File: src/hw/rtl/projective_pixel_forward_warp_macros.svh
// ----------------------------------------------------------------------------
// Assertion macros for the projective pixel forward warp
// Each macro expects clk and arst_n in scope.
// ----------------------------------------------------------------------------
`ifndef PROJECTIVE_PIXEL_FORWARD_WARP_MACROS_SVH
`define PROJECTIVE_PIXEL_FORWARD_WARP_MACROS_SVH

// consequent holds in the same cycle
`define PPFW_ASSERT_IMP(label, ante, cons, msg) \
	label: assert property (@(posedge clk) disable iff (!arst_n) (ante) |-> (cons)) \
		else $error(msg);

// consequent holds in the next cycle
`define PPFW_ASSERT_NXT(label, ante, cons, msg) \
	label: assert property (@(posedge clk) disable iff (!arst_n) (ante) |=> (cons)) \
		else $error(msg);

`endif

File: src/hw/rtl/ppfw_pkg.sv
// ----------------------------------------------------------------------------
// ppfw_pkg
// Types and constants shared by the projective pixel forward warp.
// ----------------------------------------------------------------------------
package ppfw_pkg;

	localparam int COORD_BITS      = 11;
	localparam int COEF_BITS_DEF   = 32;
	localparam int QUEUE_DEPTH_DEF = 4;
	localparam int WORD_W          = 32;
	localparam int SIZE_W          = 12;
	localparam int CFG_DATA_W      = 64;
	localparam int CFG_IDX_W       = 4;
	// product of a coefficient and an unsigned coordinate
	localparam int PROD_W = WORD_W + COORD_BITS + 1;
	// sum of three terms
	localparam int SUM_W  = PROD_W + 2;
	localparam int MAG_W  = SUM_W;
	localparam int REM_W  = MAG_W + COORD_BITS;
	localparam int LIM_W  = (COORD_BITS + 1 > SIZE_W) ? COORD_BITS + 1 : SIZE_W;

	typedef enum logic [CFG_IDX_W-1:0] {
		REG_ROW0_XY    = 4'd0,
		REG_ROW0_T     = 4'd1,
		REG_ROW1_XY    = 4'd2,
		REG_ROW1_T     = 4'd3,
		REG_ROW2_XY    = 4'd4,
		REG_ROW2_T     = 4'd5,
		REG_OUT_WIDTH  = 4'd6,
		REG_OUT_HEIGHT = 4'd7
	} reg_idx_t;

	typedef struct packed {
		logic [COORD_BITS-1:0] src_x;
		logic [COORD_BITS-1:0] src_y;
		logic [WORD_W-1:0]     pixel_value;
	} src_pix_t;

	typedef struct packed {
		logic [COORD_BITS-1:0] dest_x;
		logic [COORD_BITS-1:0] dest_y;
		logic [WORD_W-1:0]     dest_value;
		logic                  write_enable;
	} dst_pix_t;

	typedef struct packed {
		logic [63:0]       row0_xy;
		logic [WORD_W-1:0] row0_t;
		logic [63:0]       row1_xy;
		logic [WORD_W-1:0] row1_t;
		logic [63:0]       row2_xy;
		logic [WORD_W-1:0] row2_t;
		logic [SIZE_W-1:0] out_width;
		logic [SIZE_W-1:0] out_height;
	} cfg_t;

	// classified item handed from front to back
	typedef struct packed {
		logic [MAG_W-1:0]  nx_mag;
		logic [MAG_W-1:0]  ny_mag;
		logic [MAG_W-1:0]  d_mag;
		logic              negx;
		logic              negy;
		logic              wzero;
		logic              ovfx;
		logic              ovfy;
		logic [WORD_W-1:0] pix;
	} q_entry_t;

	// one stage of the restoring divider pair
	typedef struct packed {
		logic [REM_W-1:0]      rx;
		logic [REM_W-1:0]      ry;
		logic [COORD_BITS-1:0] qx;
		logic [COORD_BITS-1:0] qy;
		logic [MAG_W-1:0]      d;
		logic                  negx;
		logic                  negy;
		logic                  wzero;
		logic                  ovfx;
		logic                  ovfy;
		logic [WORD_W-1:0]     pix;
	} div_stage_t;

	typedef struct packed {
		logic full;
		logic empty;
	} q_status_t;

endpackage

File: src/hw/rtl/ppfw_queue.sv
// ----------------------------------------------------------------------------
// ppfw_queue
// Short FIFO between the front and the divider back end.
// ----------------------------------------------------------------------------
module ppfw_queue import ppfw_pkg::*; #(
	parameter int DEPTH = QUEUE_DEPTH_DEF
) (
	input  logic      clk,
	input  logic      arst_n,
	input  logic      push,
	input  q_entry_t  wdata,
	input  logic      pop,
	output q_entry_t  rdata,
	output q_status_t status
);

	localparam int PTR_W = (DEPTH > 1) ? $clog2(DEPTH) : 1;
	localparam int CNT_W = $clog2(DEPTH + 1);

	q_entry_t         mem_q [DEPTH];
	logic [PTR_W-1:0] wptr_q, rptr_q;
	logic [CNT_W-1:0] cnt_q;
	logic             do_push, do_pop;

	assign status.full  = (cnt_q == CNT_W'(DEPTH));
	assign status.empty = (cnt_q == '0);
	assign do_push      = push && !status.full;
	assign do_pop       = pop && !status.empty;
	assign rdata        = mem_q[rptr_q];

	always_ff @(posedge clk or negedge arst_n) begin
		if (!arst_n) begin
			wptr_q <= '0;
			rptr_q <= '0;
			cnt_q  <= '0;
		end else begin
			if (do_push) begin
				wptr_q <= (wptr_q == PTR_W'(DEPTH - 1)) ? '0 : wptr_q + PTR_W'(1);
			end
			if (do_pop) begin
				rptr_q <= (rptr_q == PTR_W'(DEPTH - 1)) ? '0 : rptr_q + PTR_W'(1);
			end
			if (do_push && !do_pop) begin
				cnt_q <= cnt_q + CNT_W'(1);
			end else if (do_pop && !do_push) begin
				cnt_q <= cnt_q - CNT_W'(1);
			end
		end
	end

	always_ff @(posedge clk) begin
		if (do_push) begin
			mem_q[wptr_q] <= wdata;
		end
	end

endmodule

File: config.mk
export PLATFORM = sky130hd
export DESIGN_NAME = ppfw_queue
export DESIGN_NICKNAME = d
export VERILOG_FILES = /design/src/hw/rtl/projective_pixel_forward_warp_macros.svh /design/src/hw/rtl/ppfw_pkg.sv /design/src/hw/rtl/ppfw_queue.sv
export SDC_FILE = /design/constraint.sdc
export NUM_CORES = 1
export LEC_CHECK = 0
export BUFFER_PORTS_ARGS = -buffer_cell sky130_fd_sc_hd__buf_2
export CAP_MARGIN = 10
export CORE_MARGIN = 4
export CORE_UTILIZATION = 40
export DETAILED_ROUTE_END_ITERATION = 8
export PLACE_DENSITY_LB_ADDON = 0.1
export SLEW_MARGIN = 40
export SYNTH_ARGS = -nofsm -noshare
export SYNTH_HDL_FRONTEND = slang
export SYNTH_SLANG_ARGS = --single-unit
File: constraint.sdc
create_clock -name clk -period 10.2 [get_ports clk]
set_input_delay 1.53 -clock clk [delete_from_list [all_inputs] [get_ports clk]]
set_output_delay 1.53 -clock clk [all_outputs]
set_load 0.05 [all_outputs]
==> out/results.txt, run 1 <==
Summing every instance area after synthesis gives 25700 sq um. TritonCTS built the clock tree. Biggest area consumer among synthesized cells: sky130_fd_sc_hd__edfxtp_1. The first global-routing pass estimated 80000 um of wire. The final critical delay including setup and external delays is 4.78 ns. The actual slew at the worst max-slew pin was 0.801 ns.

The run gives 209 MHz as the maximum operating frequency. Most instantiated flip-flop cell in the synthesis netlist: sky130_fd_sc_hd__edfxtp_1. Worst path required time: 8.67 ns. Summing the sequential cell areas from Yosys gives 82.5% of the chip area.

For this configuration, the core starts out at a cell density of 40.6%. CTS built an H-tree with a depth of 3. The average vias per placed instance was 5.07; the distinct cell type count of the synthesized netlist was 20.

The number of antenna violations at the first check in global routing was 16. After synthesis, the mean cell area works out to 27.0 sq um. The die span in y came out at 261 um. Of all nets on the critical path, the largest fanout is 58.

Yosys printed 0 warnings. Once detailed placement completed, the half-perimeter wirelength came to 32200 um. Between clock sinks in the finished design, the worst skew comes to 0.0219 ns. The most frequent cell after synthesis is sky130_fd_sc_hd__edfxtp_1. The kind of end point of the critical path is an output port. After clock tree synthesis, the clock-pin slew on the worst setup and hold paths is 0.05 ns. The remaining antenna violation count was 0.

Setup repair after global routing left no endpoint under its margin. The floorplan has 92 rows. The number of iterations in the first detailed-routing pass is 4. The logs give 2133 for the total placed cells including tap cells and 1138 for the total nets after synthesis. For the final routed database, the setup TNS stands at 0 ns. Power density normalized to cell area: 343 nW/um^2.

The total routed wirelength is 53800 um, and the post-synthesis to final-layout area growth is 20.6%. The share of synthesized flip-flops with an asynchronous set or reset was 0.990%. For the post-route non-filler standard cell count, the log shows 2280.

The tools report the gate count of the mapped netlist as 952. In the final design database the tool counted 1551 nets. For the worst flop-to-flop path, the logic depth is 5.

The total count of hold-check failures in the final report is 0. The worst setup path is of the flop to output port kind. After synthesis, the most frequently instantiated cells are sky130_fd_sc_hd__edfxtp_1 (700), sky130_fd_sc_hd__mux4_2 (175), sky130_fd_sc_hd__buf_2 (20).

The floorplan step defined a die boundary enclosing 68300 sq um. 356 I/O pins were placed. The relative slew slack is 46.6%. For this block, the initial DRC count from the detailed router was 736. The logs give 0 for the number of post-CTS setup repair buffers and 0 for the remaining global-route overflow. The deepest clock path buffer count was 3. The count of cells along the worst hold path works out to 1. Number of synthesized register bits: 707. The design draws 10.6 mW.

The number of hold buffers added after CTS was 0. Weighted congestion at the end of routability-driven global placement: 0.707. The per-cell routed wire length is 23.6 um. For the worst setup path, the data arrival time is 3.25 ns. The post-cts resize count is 0. The type of the most critical hold path was flop to flop.

Setup violations remaining at the end of the flow were counted as 0. Entering global routing, the biggest net connects 64 pins. Total clock buffers created by CTS: 76. In this run, synthesis inferred 700 flip-flops with an integrated enable. The tools report the final design instance area without fill as 31000 sq um. IR analysis of the VDD net gives a maximum drop of 0.187 mV. The via count of the first global-routing pass was 12373.

STA classifies the critical path startpoint as a flop. For this run, design rule violations remaining after detail routing come to 0. In the final layout, the share of cells above drive strength 1 is 46.8%.

The number of slew-limit violations in the final report came out at 0. The tools report the buffer type at the clock tree root as sky130_fd_sc_hd__clkbuf_16. Clock tree synthesis found a total of 707 sinks.

The run gives 0 as the max capacitance violation total. The final cycle utilization of the critical path is 46.8%, and the placed cell area is 28500 sq um. The core region is 63300 sq um. For this block, the via count after detailed routing is 11560. In this run the static leakage power is 10.4 nW. The flow ran to the end, and the final reports show no timing, DRC or antenna violations. In this run the tool buffered the top-level ports with 355 buffer cells. The clock latency on the worst-skew pair is 0.60 ns.

For this run, the total global-route usage over all layers was measured as 15.7%. Measured along the x axis, the die boundary spans 261 um. Sorting the synthesized cells by area gives the leading types as sky130_fd_sc_hd__edfxtp_1 (82%), sky130_fd_sc_hd__mux4_2 (15%), sky130_fd_sc_hd__buf_6 (0.70%), sky130_fd_sc_hd__dfrtp_1 (0.68%), sky130_fd_sc_hd__buf_2 (0.39%).

The top-area cell type share of the netlist area came out at 81.8%.
## layout make-up
type	count	area [sq um]
fillers	5178	32300
flip-flops and latches	707	21200
multi-input cells	202	4210
repair buffers	375	2050
clock buffers	91	2000
well taps	846	1060
clock inverters	47	430
diodes	9	22.5
inverters	3	11.3
## metal layers
| layer | GRT usage [%] | up-vias | share of wire (%) |
|---|---|---|---|
| met5 | 0 | - | 0.17 |
| met4 | 4.64 | 14 | 2.3 |
| met3 | 5.12 | 106 | 7.7 |
| met2 | 24.8 | 328 | 49 |
| met1 | 21.0 | 6113 | 41 |
| li1 | - | 4999 | - |
## worst max-delay path, stage by stage, from the launching register on
cell	delay [ns]
sky130_fd_sc_hd__dfrtp_4	0.81
sky130_fd_sc_hd__buf_12	0.47
sky130_fd_sc_hd__buf_16	0.36
sky130_fd_sc_hd__mux4_2	0.61
sky130_fd_sc_hd__buf_2	0.24
## logic make-up after synthesis
| group | after synthesis | synth area share, % |
|---|---|---|
| muxes | 179 | 15.5 |
| and+or+nand+nor | 11 | 0.243 |
| xor gates and xnor gates | 3 | 0.102 |
| adders and majority gates | 7 | 0.370 |
| AOI/OAI and AO/OA | 2 | 0.0779 |
| buffers and inverters | 43 | 1.19 |
| DFF | 707 | 82.5 |
## flip-flops by register name, indices dropped and copies added (netlist names)
signal  flops
cnt_q       3
rptr_q      2
wptr_q      2
mem_q     700
## power breakdown
| part | internal [mW] | switching, mW |
|---|---|---|
| combinational | 1.13 | 2.83 |
| sequential | 3.83 | 0.176 |
| clock | 1.58 | 1.09 |
## worst paths after layout
| path | slack, ns | end | start |
|---|---|---|---|
| setup / recovery | 5.42 | rdata[42] | rptr_q[0]$_DFFE_PN0P_ |
| hold / removal | 0.54 | cnt_q[2]$_DFFE_PN0P_ | cnt_q[2]$_DFFE_PN0P_ |
| setup reg to reg | 6.85 | mem_q[1][43]$_DFFE_PP_ | cnt_q[2]$_DFFE_PN0P_ |
| hold reg to reg | 0.54 | cnt_q[2]$_DFFE_PN0P_ | cnt_q[2]$_DFFE_PN0P_ |
| max in group asynchronous | 9.23 | rptr_q[0]$_DFFE_PN0P_ | arst_n |
| min in group asynchronous | 0.77 | wptr_q[1]$_DFFE_PN0P_ | arst_n |
## through the flow
stage          hold WS [ns]  util (%)  worst slack [ns]
2_1_floorplan         0.493         -             0.576
3_3_place_gp          0.521      44.8              5.53
3_5_place_dp          0.527      45.1              5.73
4_1_cts               0.536      48.9              5.22
5_1_grt               0.583      48.9              5.10
6_report              0.540      48.9              5.42
## placed cells by master (no fill, tap or decap), types with 3 or more instances in the layout
| master | synthesis | layout |
|---|---|---|
| sky130_fd_sc_hd__and2_4 | 0 | 3 |
| sky130_fd_sc_hd__buf_12 | 0 | 4 |
| sky130_fd_sc_hd__buf_2 | 20 | 355 |
| sky130_fd_sc_hd__buf_4 | 0 | 5 |
| sky130_fd_sc_hd__buf_6 | 16 | 9 |
| sky130_fd_sc_hd__bufinv_16 | 0 | 7 |
| sky130_fd_sc_hd__clkbuf_1 | 4 | 13 |
| sky130_fd_sc_hd__clkbuf_16 | 0 | 78 |
| sky130_fd_sc_hd__clkinv_1 | 0 | 20 |
| sky130_fd_sc_hd__clkinv_2 | 0 | 13 |
| sky130_fd_sc_hd__clkinv_4 | 0 | 3 |
| sky130_fd_sc_hd__dfrtp_1 | 7 | 5 |
| sky130_fd_sc_hd__diode_2 | 0 | 9 |
| sky130_fd_sc_hd__edfxtp_1 | 700 | 700 |
| sky130_fd_sc_hd__ha_1 | 6 | 6 |
| sky130_fd_sc_hd__inv_1 | 3 | 3 |
| sky130_fd_sc_hd__mux2_2 | 4 | 4 |
| sky130_fd_sc_hd__mux4_2 | 175 | 175 |
(Power assumes the default switching activity.)
==> run 2: changes to the inputs <==
--- a/config.mk
+++ b/config.mk
@@ -5,6 +5,7 @@
 export SDC_FILE = /design/constraint.sdc
 export NUM_CORES = 1
 export LEC_CHECK = 0
+export ABC_AREA = 1
 export BUFFER_PORTS_ARGS = -buffer_cell sky130_fd_sc_hd__buf_2
 export CAP_MARGIN = 10
 export CORE_MARGIN = 4
==> constraint.sdc (replaced) <==
create_clock -name clk -period 4.2 [get_ports clk]
set_input_delay 0.63 -clock clk [delete_from_list [all_inputs] [get_ports clk]]
set_output_delay 0.63 -clock clk [all_outputs]
set_load 0.05 [all_outputs]
==> out/results.txt, run 2 <==
Kind of end point of the critical path: an output port. The congestion estimate from routability-driven global placement came to 0.755. A synthesized cell averages 13.6 sq um. The worst stage delay on the critical path was 0.65 ns; the cts-stage hold buffer count was 1. Data arrives at the worst endpoint at 2.80 ns. The standard cell core area is 70500 sq um.

The tools report the buffer type at the clock tree root as sky130_fd_sc_hd__clkbuf_16. After clock tree synthesis, the setup repair step added 0 buffers. For this design the static power due to leakage is 13.2 nW.

In the synthesized netlist the dominant register cell turns out to be sky130_fd_sc_hd__edfxtp_1. The most frequent cell after synthesis was sky130_fd_sc_hd__edfxtp_1. The startpoint of the most critical register-to-register path is cnt_q[0]$_DFFE_PN0P_.

The number of gates resized after CTS was 0. Summing all placed instances gives a cell area of 31100 sq um. The total count of hold-check failures in the final report is 0, and the total routed wirelength is 63300 um. The tools report the slack of the worst reg-to-reg path as 1.72 ns.

Total nets after synthesis: 2289. The number of violations reported at the end of detailed-routing iteration 0 is 877, and the top-area cell type share of the netlist area is 73.3%. Overall die area: 76000 sq um. The tools report the worst voltage drop across the vdd grid as 0.553 mV.

The worst setup path is launched from a flop. Most common cell after layout, fill and taps aside: sky130_fd_sc_hd__edfxtp_1. Headroom to the max-slew limit came out at 46.2%. The half-perimeter wire length of the detailed placement result is 37600 um. The number of remaining DRC errors was 0. Counting distinct cell types in the post-synthesis netlist gives 20. For this run, the number of Yosys warnings is 0. The remaining global-route overflow came out at 0.

From synthesis to final layout, the design area changed by 17.0%. Critical path's slowest cell: sky130_fd_sc_hd__dfrtp_4. sky130_fd_sc_hd__edfxtp_1 takes more of the synthesized area than any other cell. The final worst clock skew was 0.0277 ns.

The remaining antenna violation count was 0; the number of synthesized register bits was 707. Counting flops with an async set or reset pin after synthesis yields a share of 0.990%. Measured along the y axis, the die boundary spans 276 um. The critical path in this run is classified as flop to output port. CTS saw 707 sinks. The global router's overall resource usage came out at 16.5%.

Entering global routing, the biggest net connects 107 pins. The deepest clock path buffer count came out at 3. Die width: 276 um. For the maximum operating frequency, the log shows 292 MHz.

The H-tree depth was 3; the clock latency on the worst-skew pair was 0.61 ns. The run gives 3.57 ns as the worst path required time. Subtracting the final worst setup slack from the clock period gives 3.43 ns. Setup repair after global routing left no endpoint under its margin.

TritonCTS built the clock tree. First element of the critical path: rptr_q[1]$_DFFE_PN0P_. The tightest hold path in the finished design has a slack of 0.228 ns. For this design the ratio of total power to cell area is 830 nW/um^2. The run gives 24 as the number of antenna violations at the first check in global routing. Register containing the most flip-flops in the final layout: mem_q. The worst hold path belongs to the class input pin to flop.

The per-cell routed wire length is 18.2 um, and the layout cell share with drive strength beyond 1 is 21.0%. The first detailed-routing pass ran for 5 iterations. Clock-pin slew was measured on the worst setup and hold paths at 0.06 ns. Walking the worst path, the cells encountered are inv_6 > buf_12 > o211ai_1 > nand2_1 > buf_2. Port buffering added 355 buffers. In the finished design, the share of the clock period the worst path needs comes to 81.6%. Final design instance area without fill: 33500 sq um. The flow ran to the end, and the final reports show no timing, DRC or antenna violations.

The flip-flop count of the largest register after layout is 700. Yosys mapped a number of flops with a built-in enable equal to 700. The top cell types in the final layout, fill and taps aside, are sky130_fd_sc_hd__edfxtp_1 (700), sky130_fd_sc_hd__nand2_1 (540), sky130_fd_sc_hd__inv_1 (365).

After synthesis, the most frequently instantiated cells are sky130_fd_sc_hd__edfxtp_1 (700), sky130_fd_sc_hd__nand2_1 (540), sky130_fd_sc_hd__inv_1 (365). In this run the critical register-to-register path is captured at mem_q[3][152]$_DFFE_PP_. The maximum fanout along the worst path came out at 67. Following the worst setup path forward leads to its endpoint at rdata[47]. The gate count of the mapped netlist is 2103. The largest registers in the layout are mem_q x700, cnt_q x3. The floorplan has 97 rows. The actual slew at the worst max-slew pin was 0.808 ns. The via count of the first global-routing pass is 16414, and the starting density of the core is 40.7%. Yosys attributes the largest share of cell area to sky130_fd_sc_hd__edfxtp_1 (73%), sky130_fd_sc_hd__o211ai_1 (8.5%), sky130_fd_sc_hd__nand2_1 (7.1%), sky130_fd_sc_hd__inv_1 (4.8%), sky130_fd_sc_hd__buf_6 (2.8%).

Counting cells, the worst reg-to-reg path comes to 5. The first global-routing pass estimated 96300 um of wire. Using the TritonRoute via totals, the vias-per-cell ratio works out to 4.74. The number of slew-limit violations in the final report is 0. The number of clock buffers added by TritonCTS is 77. At the end of the flow the core is filled with cells to 47.6%. In this run the cell area of the synthesized design comes to 28700 sq um. Setup violations remaining at the end of the flow were counted as 0. Summing over every cut layer, the via total after detailed routing is 16451. The run gives 73.9% as the share of synthesized area occupied by flip-flops and latches.

The beginning of the worst hold path is wdata[12]. In this run the count of I/O pins placed on the die edge is 356. Across the run, the number of max-cap violations was 0. For this run, the post-layout net count is 2646.
run 2: cell types whose count changed in the layout (fill, tap and decap cells not counted), moves of 11 or more:
| cell | previous run | this run |
|---|---|---|
| sky130_fd_sc_hd__o211ai_1 | 0 | 325 |
| sky130_fd_sc_hd__nand2_1 | 1 | 540 |
| sky130_fd_sc_hd__mux4_2 | 175 | 0 |
| sky130_fd_sc_hd__buf_12 | 4 | 22 |
| sky130_fd_sc_hd__buf_4 | 5 | 16 |
| sky130_fd_sc_hd__o211ai_2 | 0 | 25 |
| sky130_fd_sc_hd__inv_1 | 3 | 365 |
run 2: worst min-delay path by stage:
| stage | endpoint | slack [ns] | cells past startpoint |
|---|---|---|---|
| final | mem_q[0][12]$_DFFE_PP_ | 0.23 | 1 |
| after CTS | mem_q[3][12]$_DFFE_PP_ | 0.17 | 1 |
| after floorplan | cnt_q[0]$_DFFE_PN0P_ | 0.33 | 0 |
| after detailed placement | rptr_q[1]$_DFFE_PN0P_ | 0.48 | 1 |
| after global routing | mem_q[3][5]$_DFFE_PP_ | 0.20 | 1 |
| after global placement | rptr_q[1]$_DFFE_PN0P_ | 0.47 | 1 |
run 2: stage by stage:
| step | std cells | setup TNS, ns | power [mW] | setup slack (ns) |
|---|---|---|---|---|
| after floorplan | 2103 | -1139.64 | 19.3 | -1.63 |
| after global placement | 3318 | 0 | 21.7 | 1.29 |
| after detailed placement | 3320 | 0 | 21.9 | 1.32 |
| final | 3471 | 0 | 27.8 | 0.773 |
| after global routing | 3465 | 0 | 29.4 | 0.563 |
| after CTS | 3461 | 0 | 28.3 | 0.638 |
run 2: worst max-delay path, delay by kind of cell, from the launching register on:
| kind | cells | cell delay (ns) |
|---|---|---|
| DFF | 1 | 0.65 |
| buffers and inverters | 3 | 1.22 |
| AOI/OAI and AO/OA | 1 | 0.12 |
| and+or+nand+nor | 1 | 0.12 |
run 2: final cells by class:
type                       count  area [sq um]
tap                          940          1180
timing repair buffer         395          2370
clock inverter                40           359
clock buffer                 100          2030
antenna                       10          25.0
fill                        6262         37000
sequential                   707         21200
multi-input combinational    913          4980
inverter                     366          1380
run 2: power breakdown:
group / switching, mW / internal [mW] / leakage, nW
registers: 0.382 / 9.25 / 6.50
clock network: 2.70 / 3.69 / 1.16
logic: 9.15 / 2.65 / 5.51
total: 12.2 / 15.6 / 13.2
run 2: per-layer routing:
layer  vias to the layer above  wire [um]  GRT usage [%]  share of wire [%]
met4                        24       1610           5.07                2.5
met2                       313      31000           28.2                 49
li1                       8079          -              -                  -
met5                         -        168              0               0.27
met3                       118       4410           5.02                7.0
met1                      7917      26100           20.2                 41
run 2: logic make-up after synthesis:
logic type | synth area share (%)
AOI/OAI and AO/OA | 9.62
xor gates and xnor gates | 0.0306
adders and majority gates | 0.332
buffers and inverters | 8.81
DFF | 73.9
and+or+nand+nor | 7.29
